==> config.mk <==
export PLATFORM = sky130hd
export DESIGN_NAME = linear_interp_resampler
export DESIGN_NICKNAME = d
export VERILOG_FILES = /design/src/sv/lir_pkg.sv /design/src/sv/lir_front.sv /design/src/sv/lir_queue.sv /design/src/sv/lir_back.sv /design/src/sv/linear_interp_resampler.sv
export SDC_FILE = /design/constraint.sdc
export NUM_CORES = 2
export LEC_CHECK = 0
export BUFFER_PORTS_ARGS = -buffer_cell sky130_fd_sc_hd__buf_2
export CORE_ASPECT_RATIO = 1.25
export CORE_UTILIZATION = 45
export DETAILED_ROUTE_END_ITERATION = 7
export PLACE_DENSITY = 0.68
export REMOVE_ABC_BUFFERS = 1
export SYNTH_ARGS = -nofsm -noshare
export SYNTH_HDL_FRONTEND = slang
export SYNTH_SLANG_ARGS = --single-unit
export TNS_END_PERCENT = 20
==> constraint.sdc <==
create_clock -name clk -period 8.75 [get_ports clk]
set_input_delay 0.4375 -clock clk [delete_from_list [all_inputs] [get_ports clk]]
set_output_delay 0.4375 -clock clk [all_outputs]
set_load 0.03 [all_outputs]
==> src/sv/lir_pkg.sv <==
`timescale 1ns / 1ps
// Shared types and constants for the linear interpolation resampler.
// No dependencies; imported by every module of the block.
package lir_pkg;

  localparam int FRAC_BITS_DEF = 16;
  localparam int MAX_RUN_DEF   = 16;
  localparam int QUEUE_DEPTH   = 2;

  localparam int SAMPLE_W  = 16;
  localparam int STEP_W    = 20;
  localparam int CC_W      = 2;
  localparam int CFG_IDX_W = 1;

  localparam logic [STEP_W-1:0]    STEP_RESET = 20'd65536;
  localparam logic [CC_W-1:0]      CC_RESET   = 2'd2;
  localparam logic [CC_W-1:0]      CC_MONO    = 2'd1;

  // Configuration register indexes
  localparam logic [CFG_IDX_W-1:0] REG_STEP     = 1'b0;
  localparam logic [CFG_IDX_W-1:0] REG_CHANNELS = 1'b1;

  // One frame as handed from the front end to the back end
  typedef struct packed {
    logic signed [SAMPLE_W-1:0] prev_left;
    logic signed [SAMPLE_W-1:0] prev_right;
    logic signed [SAMPLE_W-1:0] cur_left;
    logic signed [SAMPLE_W-1:0] cur_right;
    logic                       has_prev;
    logic                       fin;
  } job_t;

endpackage

==> src/sv/lir_front.sv <==
`timescale 1ns / 1ps
// Front end: config registers, step clamp, input accept and frame history.
// Depends on lir_pkg.
module lir_front import lir_pkg::*; #(
  parameter int FRAC_BITS = FRAC_BITS_DEF
) (
  input  logic                       clk,
  input  logic                       rst,
  input  logic                       cfg_valid,
  output logic                       cfg_ready,
  input  logic [CFG_IDX_W-1:0]       cfg_index,
  input  logic [STEP_W-1:0]          cfg_data,
  input  logic                       in_valid,
  output logic                       in_ready,
  input  logic signed [SAMPLE_W-1:0] in_left,
  input  logic signed [SAMPLE_W-1:0] in_right,
  input  logic                       final_sample,
  output logic                       push_valid,
  input  logic                       push_ready,
  output job_t                       push_data,
  output logic [FRAC_BITS+3:0]       step_clamped,
  output logic                       mono
);

  localparam int PW = FRAC_BITS + 4;
  localparam int CW = (PW > STEP_W) ? PW : STEP_W;
  localparam logic [CW-1:0] STEP_MIN = CW'(1) << (FRAC_BITS - 4);
  localparam logic [CW-1:0] STEP_MAX = CW'(8) << FRAC_BITS;

  logic [STEP_W-1:0]          step;
  logic [CC_W-1:0]            channel_count;
  logic signed [SAMPLE_W-1:0] prev_left;
  logic signed [SAMPLE_W-1:0] prev_right;
  logic                       have_prev;
  logic [CW-1:0]              step_ext;
  logic                       in_beat;

  assign cfg_ready = 1'b1;
  assign mono      = (channel_count == CC_MONO);

  always_comb begin
    step_ext = CW'(step);
    if (step_ext < STEP_MIN) begin
      step_clamped = STEP_MIN[PW-1:0];
    end else if (step_ext > STEP_MAX) begin
      step_clamped = STEP_MAX[PW-1:0];
    end else begin
      step_clamped = step_ext[PW-1:0];
    end
  end

  always_ff @(posedge clk) begin
    if (rst) begin
      step          <= STEP_RESET;
      channel_count <= CC_RESET;
    end else if (cfg_valid && cfg_ready) begin
      case (cfg_index)
        REG_STEP:     step          <= cfg_data;
        REG_CHANNELS: channel_count <= cfg_data[CC_W-1:0];
        default:      ;
      endcase
    end
  end

  assign in_ready   = push_ready;
  assign push_valid = in_valid;
  assign in_beat    = in_valid && in_ready;

  always_comb begin
    push_data.prev_left  = prev_left;
    push_data.prev_right = prev_right;
    push_data.cur_left   = in_left;
    push_data.cur_right  = in_right;
    push_data.has_prev   = have_prev;
    push_data.fin        = final_sample;
  end

  // A final frame closes the segment: history goes back to empty
  always_ff @(posedge clk) begin
    if (rst) begin
      prev_left  <= '0;
      prev_right <= '0;
      have_prev  <= 1'b0;
    end else if (in_beat) begin
      if (final_sample) begin
        prev_left  <= '0;
        prev_right <= '0;
        have_prev  <= 1'b0;
      end else begin
        prev_left  <= in_left;
        prev_right <= in_right;
        have_prev  <= 1'b1;
      end
    end
  end

endmodule

==> src/sv/lir_queue.sv <==
`timescale 1ns / 1ps
// Short frame queue between front end and back end.
// Depends on lir_pkg (job_t, QUEUE_DEPTH).
module lir_queue import lir_pkg::*; (
  input  logic clk,
  input  logic rst,
  input  logic push_valid,
  output logic push_ready,
  input  job_t push_data,
  output logic pop_valid,
  input  logic pop_ready,
  output job_t pop_data
);

  localparam int AW = (QUEUE_DEPTH > 1) ? $clog2(QUEUE_DEPTH) : 1;
  localparam int NW = $clog2(QUEUE_DEPTH + 1);

  job_t          entries [QUEUE_DEPTH];
  logic [AW-1:0] wr_ptr;
  logic [AW-1:0] rd_ptr;
  logic [NW-1:0] count;
  logic          do_push;
  logic          do_pop;

  assign push_ready = (count != NW'(QUEUE_DEPTH));
  assign pop_valid  = (count != '0);
  assign pop_data   = entries[rd_ptr];
  assign do_push    = push_valid && push_ready;
  assign do_pop     = pop_valid && pop_ready;

  always_ff @(posedge clk) begin
    if (do_push) begin
      entries[wr_ptr] <= push_data;
    end
  end

  always_ff @(posedge clk) begin
    if (rst) begin
      wr_ptr <= '0;
      rd_ptr <= '0;
      count  <= '0;
    end else begin
      if (do_push) begin
        wr_ptr <= (wr_ptr == AW'(QUEUE_DEPTH - 1)) ? '0 : wr_ptr + 1'b1;
      end
      if (do_pop) begin
        rd_ptr <= (rd_ptr == AW'(QUEUE_DEPTH - 1)) ? '0 : rd_ptr + 1'b1;
      end
      if (do_push && !do_pop) begin
        count <= count + 1'b1;
      end else if (do_pop && !do_push) begin
        count <= count - 1'b1;
      end
    end
  end

  always_ff @(posedge clk) begin
    if (!rst) begin
      assert (count <= NW'(QUEUE_DEPTH))
        else $error("queue count beyond depth");
    end
  end

endmodule

==> src/sv/lir_back.sv <==
`timescale 1ns / 1ps
// Back end: phase walker, multiply stage and rounding output register.
// Depends on lir_pkg (job_t).
module lir_back import lir_pkg::*; #(
  parameter int FRAC_BITS = FRAC_BITS_DEF,
  parameter int MAX_RUN   = MAX_RUN_DEF
) (
  input  logic                       clk,
  input  logic                       rst,
  input  logic                       q_valid,
  output logic                       q_ready,
  input  job_t                       q_data,
  input  logic [FRAC_BITS+3:0]       step_clamped,
  input  logic                       mono,
  output logic                       out_valid,
  input  logic                       out_ready,
  output logic signed [SAMPLE_W-1:0] out_left,
  output logic signed [SAMPLE_W-1:0] out_right,
  output logic                       last_of_run
);

  localparam int PW  = FRAC_BITS + 4;
  localparam int NW  = $clog2(MAX_RUN + 1);
  localparam int PRW = FRAC_BITS + SAMPLE_W + 2;
  localparam logic [PW-1:0] ONE       = PW'(1) << FRAC_BITS;
  localparam logic [PW-1:0] PHASE_LIM = PW'(9) << FRAC_BITS;

  // walker state
  logic          busy;
  job_t          job;
  logic [PW-1:0] phase;
  logic [PW-1:0] phase_next;
  logic [NW-1:0] n;

  // multiply stage
  logic                       s1_valid;
  logic signed [SAMPLE_W-1:0] s1_base_l;
  logic signed [SAMPLE_W-1:0] s1_base_r;
  logic signed [PRW-1:0]      s1_prod_l;
  logic signed [PRW-1:0]      s1_prod_r;
  logic                       s1_last;

  logic                       s1_adv;
  logic                       s2_adv;
  logic                       step_go;
  logic                       phase_lt;
  logic [PW-1:0]              phase_add;
  logic                       emit;
  logic                       done;
  logic                       last;
  logic signed [SAMPLE_W:0]   diff_l;
  logic signed [SAMPLE_W:0]   diff_r;
  logic signed [FRAC_BITS:0]  frac_s;

  // (base * 2^F + prod) / 2^F, truncated toward zero
  function automatic logic [SAMPLE_W-1:0] lerp_round(
    input logic signed [SAMPLE_W-1:0] base,
    input logic signed [PRW-1:0]      prod
  );
    logic signed [PRW-1:0] num;
    logic signed [PRW-1:0] q;
    num = ({{(PRW-SAMPLE_W){base[SAMPLE_W-1]}}, base} << FRAC_BITS) + prod;
    q   = num >>> FRAC_BITS;
    if (num[PRW-1] && (num[FRAC_BITS-1:0] != '0)) begin
      q = q + PRW'(1);
    end
    return q[SAMPLE_W-1:0];
  endfunction

  assign s2_adv = !out_valid || out_ready;
  assign s1_adv = !s1_valid || s2_adv;

  always_comb begin
    step_go   = busy && s1_adv;
    phase_lt  = (phase < ONE);
    phase_add = phase + step_clamped;
    emit      = step_go && job.has_prev && phase_lt && (n < NW'(MAX_RUN));
    done      = step_go && (!job.has_prev || !phase_lt || (phase_add >= ONE));
    last      = done || (n == NW'(MAX_RUN - 1));
    q_ready   = !busy || done;

    phase_next = phase;
    if (step_go) begin
      if (!job.has_prev) begin
        phase_next = '0;
      end else if (!phase_lt) begin
        phase_next = phase - ONE;
      end else if (phase_add >= ONE) begin
        phase_next = phase_add - ONE;
      end else begin
        phase_next = phase_add;
      end
      if (done && job.fin) begin
        phase_next = '0;
      end
    end

    diff_l = {job.cur_left[SAMPLE_W-1], job.cur_left}
           - {job.prev_left[SAMPLE_W-1], job.prev_left};
    diff_r = {job.cur_right[SAMPLE_W-1], job.cur_right}
           - {job.prev_right[SAMPLE_W-1], job.prev_right};
    frac_s = {1'b0, phase[FRAC_BITS-1:0]};
  end

  always_ff @(posedge clk) begin
    if (rst) begin
      busy  <= 1'b0;
      phase <= '0;
      n     <= '0;
    end else begin
      phase <= phase_next;
      if (q_valid && q_ready) begin
        busy <= 1'b1;
        job  <= q_data;
        n    <= '0;
      end else begin
        if (done) begin
          busy <= 1'b0;
        end
        if (emit) begin
          n <= n + 1'b1;
        end
      end
    end
  end

  always_ff @(posedge clk) begin
    if (rst) begin
      s1_valid <= 1'b0;
    end else if (s1_adv) begin
      s1_valid <= emit;
    end
  end

  always_ff @(posedge clk) begin
    if (emit) begin
      s1_base_l <= job.prev_left;
      s1_base_r <= job.prev_right;
      s1_prod_l <= PRW'(diff_l) * PRW'(frac_s);
      s1_prod_r <= PRW'(diff_r) * PRW'(frac_s);
      s1_last   <= last;
    end
  end

  always_ff @(posedge clk) begin
    if (rst) begin
      out_valid <= 1'b0;
    end else if (s2_adv) begin
      out_valid <= s1_valid;
    end
  end

  always_ff @(posedge clk) begin
    if (s2_adv && s1_valid) begin
      out_left    <= lerp_round(s1_base_l, s1_prod_l);
      out_right   <= mono ? '0 : lerp_round(s1_base_r, s1_prod_r);
      last_of_run <= s1_last;
    end
  end

  a_run_bound: assert property (@(posedge clk) disable iff (rst)
    busy |-> (n <= NW'(MAX_RUN)))
    else $error("run counter beyond limit");

  a_phase_bound: assert property (@(posedge clk) disable iff (rst)
    phase < PHASE_LIM)
    else $error("phase out of range");

  a_fresh_segment: assert property (@(posedge clk) disable iff (rst)
    (busy && !job.has_prev) |-> (phase == '0))
    else $error("segment start with nonzero phase");

  a_mono_right: assert property (@(posedge clk) disable iff (rst)
    (out_valid && mono) |-> (out_right == '0))
    else $error("right channel not zero in mono mode");

endmodule

==> src/sv/linear_interp_resampler.sv <==
`timescale 1ns / 1ps
// Top level of the linear interpolation resampler.
// Depends on lir_pkg, lir_front, lir_queue, lir_back.
//
//  channel  | handshake             | payload
//  ---------+-----------------------+-----------------------------------
//  cfg      | cfg_valid / cfg_ready | cfg_index, cfg_data (step, chans)
//  in       | in_valid / in_ready   | in_left, in_right, final_sample
//  out      | out_valid / out_ready | out_left, out_right, last_of_run
//
// The back end walks one read position per cycle unless a stalled output
// holds it; a frame covers up to 16 read positions at the smallest step,
// and none for a segment start or a frame the read position skips.
// A frame's first result passes the multiply register, then the rounding
// output register, before it appears at the output.
// Reset is synchronous; it restores step = 1.0, stereo, empty history.
// The front takes a beat whenever the two-entry frame queue has room, and a
// stalled output only freezes the back end walker and its two stages.
module linear_interp_resampler import lir_pkg::*; #(
  parameter int FRAC_BITS = FRAC_BITS_DEF,
  parameter int MAX_RUN   = MAX_RUN_DEF
) (
  input  logic                       clk,
  input  logic                       rst,
  // configuration writes
  input  logic                       cfg_valid,
  output logic                       cfg_ready,
  input  logic [CFG_IDX_W-1:0]       cfg_index,
  input  logic [STEP_W-1:0]          cfg_data,
  // input frames
  input  logic                       in_valid,
  output logic                       in_ready,
  input  logic signed [SAMPLE_W-1:0] in_left,
  input  logic signed [SAMPLE_W-1:0] in_right,
  input  logic                       final_sample,
  // interpolated samples
  output logic                       out_valid,
  input  logic                       out_ready,
  output logic signed [SAMPLE_W-1:0] out_left,
  output logic signed [SAMPLE_W-1:0] out_right,
  output logic                       last_of_run
);

  logic                   push_valid;
  logic                   push_ready;
  job_t                   push_data;
  logic                   q_valid;
  logic                   q_ready;
  job_t                   q_data;
  // Clamped step and channel mode are read live by the back end; the user must
  // change them only while no frame is in flight, as the block does not enforce it.
  logic [FRAC_BITS+3:0]   step_clamped;
  logic                   mono;

  lir_front #(
    .FRAC_BITS (FRAC_BITS)
  ) u_front (
    .clk          (clk),
    .rst          (rst),
    .cfg_valid    (cfg_valid),
    .cfg_ready    (cfg_ready),
    .cfg_index    (cfg_index),
    .cfg_data     (cfg_data),
    .in_valid     (in_valid),
    .in_ready     (in_ready),
    .in_left      (in_left),
    .in_right     (in_right),
    .final_sample (final_sample),
    .push_valid   (push_valid),
    .push_ready   (push_ready),
    .push_data    (push_data),
    .step_clamped (step_clamped),
    .mono         (mono)
  );

  // Frame queue decouples input acceptance from output generation
  lir_queue u_queue (
    .clk        (clk),
    .rst        (rst),
    .push_valid (push_valid),
    .push_ready (push_ready),
    .push_data  (push_data),
    .pop_valid  (q_valid),
    .pop_ready  (q_ready),
    .pop_data   (q_data)
  );

  lir_back #(
    .FRAC_BITS (FRAC_BITS),
    .MAX_RUN   (MAX_RUN)
  ) u_back (
    .clk          (clk),
    .rst          (rst),
    .q_valid      (q_valid),
    .q_ready      (q_ready),
    .q_data       (q_data),
    .step_clamped (step_clamped),
    .mono         (mono),
    .out_valid    (out_valid),
    .out_ready    (out_ready),
    .out_left     (out_left),
    .out_right    (out_right),
    .last_of_run  (last_of_run)
  );

endmodule
==> impl_summary.md <==
CTS
The number of buffers between clock root and the deepest sink is 3. Hold repair after CTS inserted 0 buffers. The count of H-tree levels built during CTS is 2. TritonCTS created 43 clock buffers. The tree is rooted in a clkbuf_16. At the later pin of the worst-skew pair, clock insertion delay measures 0.61 ns. Clock-pin slew was measured on the worst setup and hold paths at 0.06 ns. The CTS tree is yes.

The sink count of the clock tree is 419.

GRT
The number of global-route vias before repair is 31,100. Entering global routing, the biggest net connects 78 pins. Across every metal layer, demand over resource in global routing totals 0.218. The first global-routing pass estimated 162,000 um of wire. The number of antenna violations at the first check in global routing is 3.

After global routing the overflow that remains totals 0.

Layout
The finished cells cover 0.0456 mm2. After the last flow step, the layout net total stands at 5,162. The post-synthesis to final-layout area growth is 8.89%. Leaving out fill and tap cells, the most frequent cell in the layout is inv_1. At the end of the flow the core is filled with cells to 0.496. The fraction of layout cells with a size suffix above 1 is 0.0919. In the layout the commonest cells are 760 x inv_1, 549 x fa_1, 454 x nand2_1.

Routing
The remaining number of nets flagged by the antenna check after routing is 0. The average routed wire per standard cell is 18.2 um. The number of search-and-repair iterations in the first detailed-routing pass is 7.

The overall via count from detail_route is 29,700. The overall routed net length is 100,000 um. The ratio of routed vias to standard cells is 5.38.

The violation count after the first detailed-routing iteration is 1,951. For this run, design rule violations remaining after detail routing come to 8.

STA
Setup repair after global routing could not meet its margin everywhere. The final total negative setup slack is 0 ns. Of the available clock period, the critical path in the final layout requires 0.952. The worst setup skew after layout is 0.0265 ns. The final period demand of the worst path is 8.33 ns. The headroom to the max-slew limit is 0.105. For this run, the top clock speed supported by timing is 120 MHz. The final setup violation count is 0. The count of pins over their slew limit is 0. The tightest hold path in the finished design has a slack of 0.0321 ns. The hold violation total from the final report came to 0. The transition at the pin with the smallest max-transition slack is 1.34 ns.

Die
The number of rows in the core area is 124. 95 I/O pins were placed. The die span in x is 275 um. The initial standard-cell utilization of the core is 0.456. The die covers 0.0943 mm2. The standard cell core area is 0.0918 mm2.

The vertical die dimension is 343 um.

Synthesis
The synthesis warning total is 0. After technology mapping, the gate count stands at 4,234. The synthesized flop and latch total is 419. A synthesized cell averages 9.89 um2. The number of library cell types mapped by synthesis is 82. Yosys mapped a number of flops with a built-in enable equal to 332. The share of flip-flops with an asynchronous set or reset is 0.

The most used flip-flop cell after synthesis is edfxtp_1. The synthesized netlist occupies a cell area of 0.0419 mm2. For this run, the register share of the synthesized area comes to 0.280.

Setup path
In this run the critical register-to-register path is captured at u_back.s1_prod_l[32]. The class of the most critical setup path is reg2reg. The register-to-register setup slack is 0.42 ns. The startpoint kind of the worst setup timing path is a register. The data required time at the worst endpoint is 9.06 ns. Data on the critical path arrives at its endpoint at 8.63 ns. The highest-delay cell along the critical path is fa_1.

The maximum net fanout on the critical path is 8. STA classifies the critical path endpoint as a register. The startpoint of the lowest-slack register-to-register path is u_back.job[51].

Measured in cells, the most critical reg-to-reg path has a length of 30. By instance count, the cell type seen most on the critical path is fa_1. The largest single stage delay on the critical path is 0.54 ns.

Power
For this design the static power due to leakage is 20.5 nW. The design draws 8.65 mW. The peak supply drop is 0.154 mV. For this design the ratio of total power to cell area is 190 mW/mm2.

Worst hold path
The end point of the worst hold path is u_queue.entries[1][8]. The tightest min-delay check is of the in2reg type. The cell depth of the worst hold path is 1. In this run the most critical hold path is launched from in_right[6].

Placed design
The count of buffers inserted at the top-level ports is 93. The HPWL reported at the end of detailed placement is 76,500 um. The congestion estimate from routability-driven global placement came to 0.878.

After detailed placement, the total cell area comes to 0.0440 mm2.

Job
The number of violations of the max-capacitance limit is 0.

Outcome
The run finished, with violations left. The checks that failed: design-rule violations.
[state kept, by name, summed over array words and instances (netlist names), 2 cells and up]
| register | count |
|---|---|
| u_back.s1_base_r | 16 |
| u_front.step | 20 |
| u_front.prev_right | 16 |
| u_queue.entries | 132 |
| u_back.out_right | 16 |
| u_back.s1_base_l | 16 |
| u_back.job | 66 |
| u_back.phase | 20 |
| u_back.out_left | 16 |
| u_queue.count | 2 |
| u_front.prev_left | 16 |
| u_back.s1_prod_r | 34 |
| u_front.channel_count | 2 |
| u_back.n | 5 |
| u_back.s1_prod_l | 34 |
[worst max-delay path by stage]
stage          depth (start not counted)           start              endpoint
2_1_floorplan                         30  u_back.job[51]  u_back.s1_prod_l[33]
6_report                              30  u_back.job[51]  u_back.s1_prod_l[32]
3_5_place_dp                          29  u_back.job[50]  u_back.s1_prod_l[32]
3_3_place_gp                          29  u_back.job[50]  u_back.s1_prod_l[32]
5_1_grt                               30  u_back.job[51]  u_back.s1_prod_l[32]
4_1_cts                               29  u_back.job[50]  u_back.s1_prod_l[32]
[power breakdown]
part | leakage [nW] | total (mW) | internal, mW | switching (mW)
Clock | 0.693 | 1.85 | 1.04 | 0.807
Combinational | 16.0 | 3.97 | 1.36 | 2.62
Sequential | 3.82 | 2.83 | 2.63 | 0.207
Total | 20.5 | 8.65 | 5.02 | 3.63
[layer usage]
layer,track usage,vias to the layer above,wire (um)
met1,0.273,15000,41700
met2,0.387,648,50600
met5,0,-,13
li1,-,13900,-
met3,0.0249,159,4590
met4,0.0765,2,3310
[worst max-delay path, delay by kind of cell (launching register included)]
family          cells  cell delay, ns
compound gates     12            2.65
flops               1            0.44
buf+inv             6            0.48
simple gates        4            0.85
fa+ha+maj           8            3.62
[stage by stage]
stage | cells | worst slack, ns
3_5_place_dp | 5429 | -0.0818
2_1_floorplan | 4049 | 0.0423
3_3_place_gp | 5429 | 0.0649
5_1_grt | 5515 | -0.0547
4_1_cts | 5509 | 0.0743
6_report | 5517 | 0.421
[logic make-up (layout without fill, tap and decap cells)]
family	after synthesis	after routing	share of synthesized area
compound gates	530	530	0.0833
xor+xnor	162	162	0.0339
fa+ha+maj	828	828	0.346
buf+inv	946	1030	0.0852
flops	419	419	0.280
mux	79	79	0.0211
other cells	1	3	0.0000895
simple gates	1269	1269	0.151
[synth_stat cells, types with 8 or more instances]
cell / count / share of area
o21ai_0: 69 / 0.0082
or3_1: 19 / 0.0028
a31oi_1: 31 / 0.0046
nor2_1: 181 / 0.016
dfxtp_1: 87 / 0.042
fa_1: 551 / 0.26
a21boi_0: 10 / 0.0018
and2_1: 214 / 0.032
xnor2_1: 112 / 0.023
nand2b_1: 33 / 0.0049
ha_1: 269 / 0.080
o311ai_0: 17 / 0.0036
buf_1: 14 / 0.0013
nor2b_1: 100 / 0.015
o21a_1: 17 / 0.0030
nand3b_1: 8 / 0.0014
or2_2: 12 / 0.0018
mux2_2: 70 / 0.019
nand4_1: 27 / 0.0040
inv_1: 760 / 0.068
o211ai_1: 28 / 0.0050
a21o_1: 39 / 0.0070
o311a_1: 14 / 0.0033
a22oi_1: 16 / 0.0029
nand2_1: 455 / 0.041
mux2i_1: 8 / 0.0019
a311oi_1: 13 / 0.0027
o22ai_1: 19 / 0.0028
clkbuf_1: 165 / 0.015
xor2_1: 50 / 0.010
a21oi_1: 170 / 0.020
a211oi_1: 22 / 0.0039
maj3_1: 8 / 0.0019
and3_1: 24 / 0.0036
nor3_1: 53 / 0.0063
nand3_1: 47 / 0.0056
nor3b_1: 37 / 0.0066
o31ai_1: 9 / 0.0016
nor4_1: 39 / 0.0058
edfxtp_1: 332 / 0.24
[what timing repair did]
action / in CTS / in global routing
endpoints found under the setup margin: 4 / 23
resized for setup: 3 / 44
pin swaps: 0 / 13
setup buffers: 0 / 6
hold endpoints to repair: 0 / 0
[final cells by class]
class,count,area (um2)
clock buffers,56,1160
diodes,2,5.00
clock inverters,24,259
well taps,1197,1500
fillers,8454,46200
flip-flops and latches,419,11700
inverters,761,2860
multi-input cells,2869,26900
repair buffers,189,1230
(Power assumes the default switching activity.)
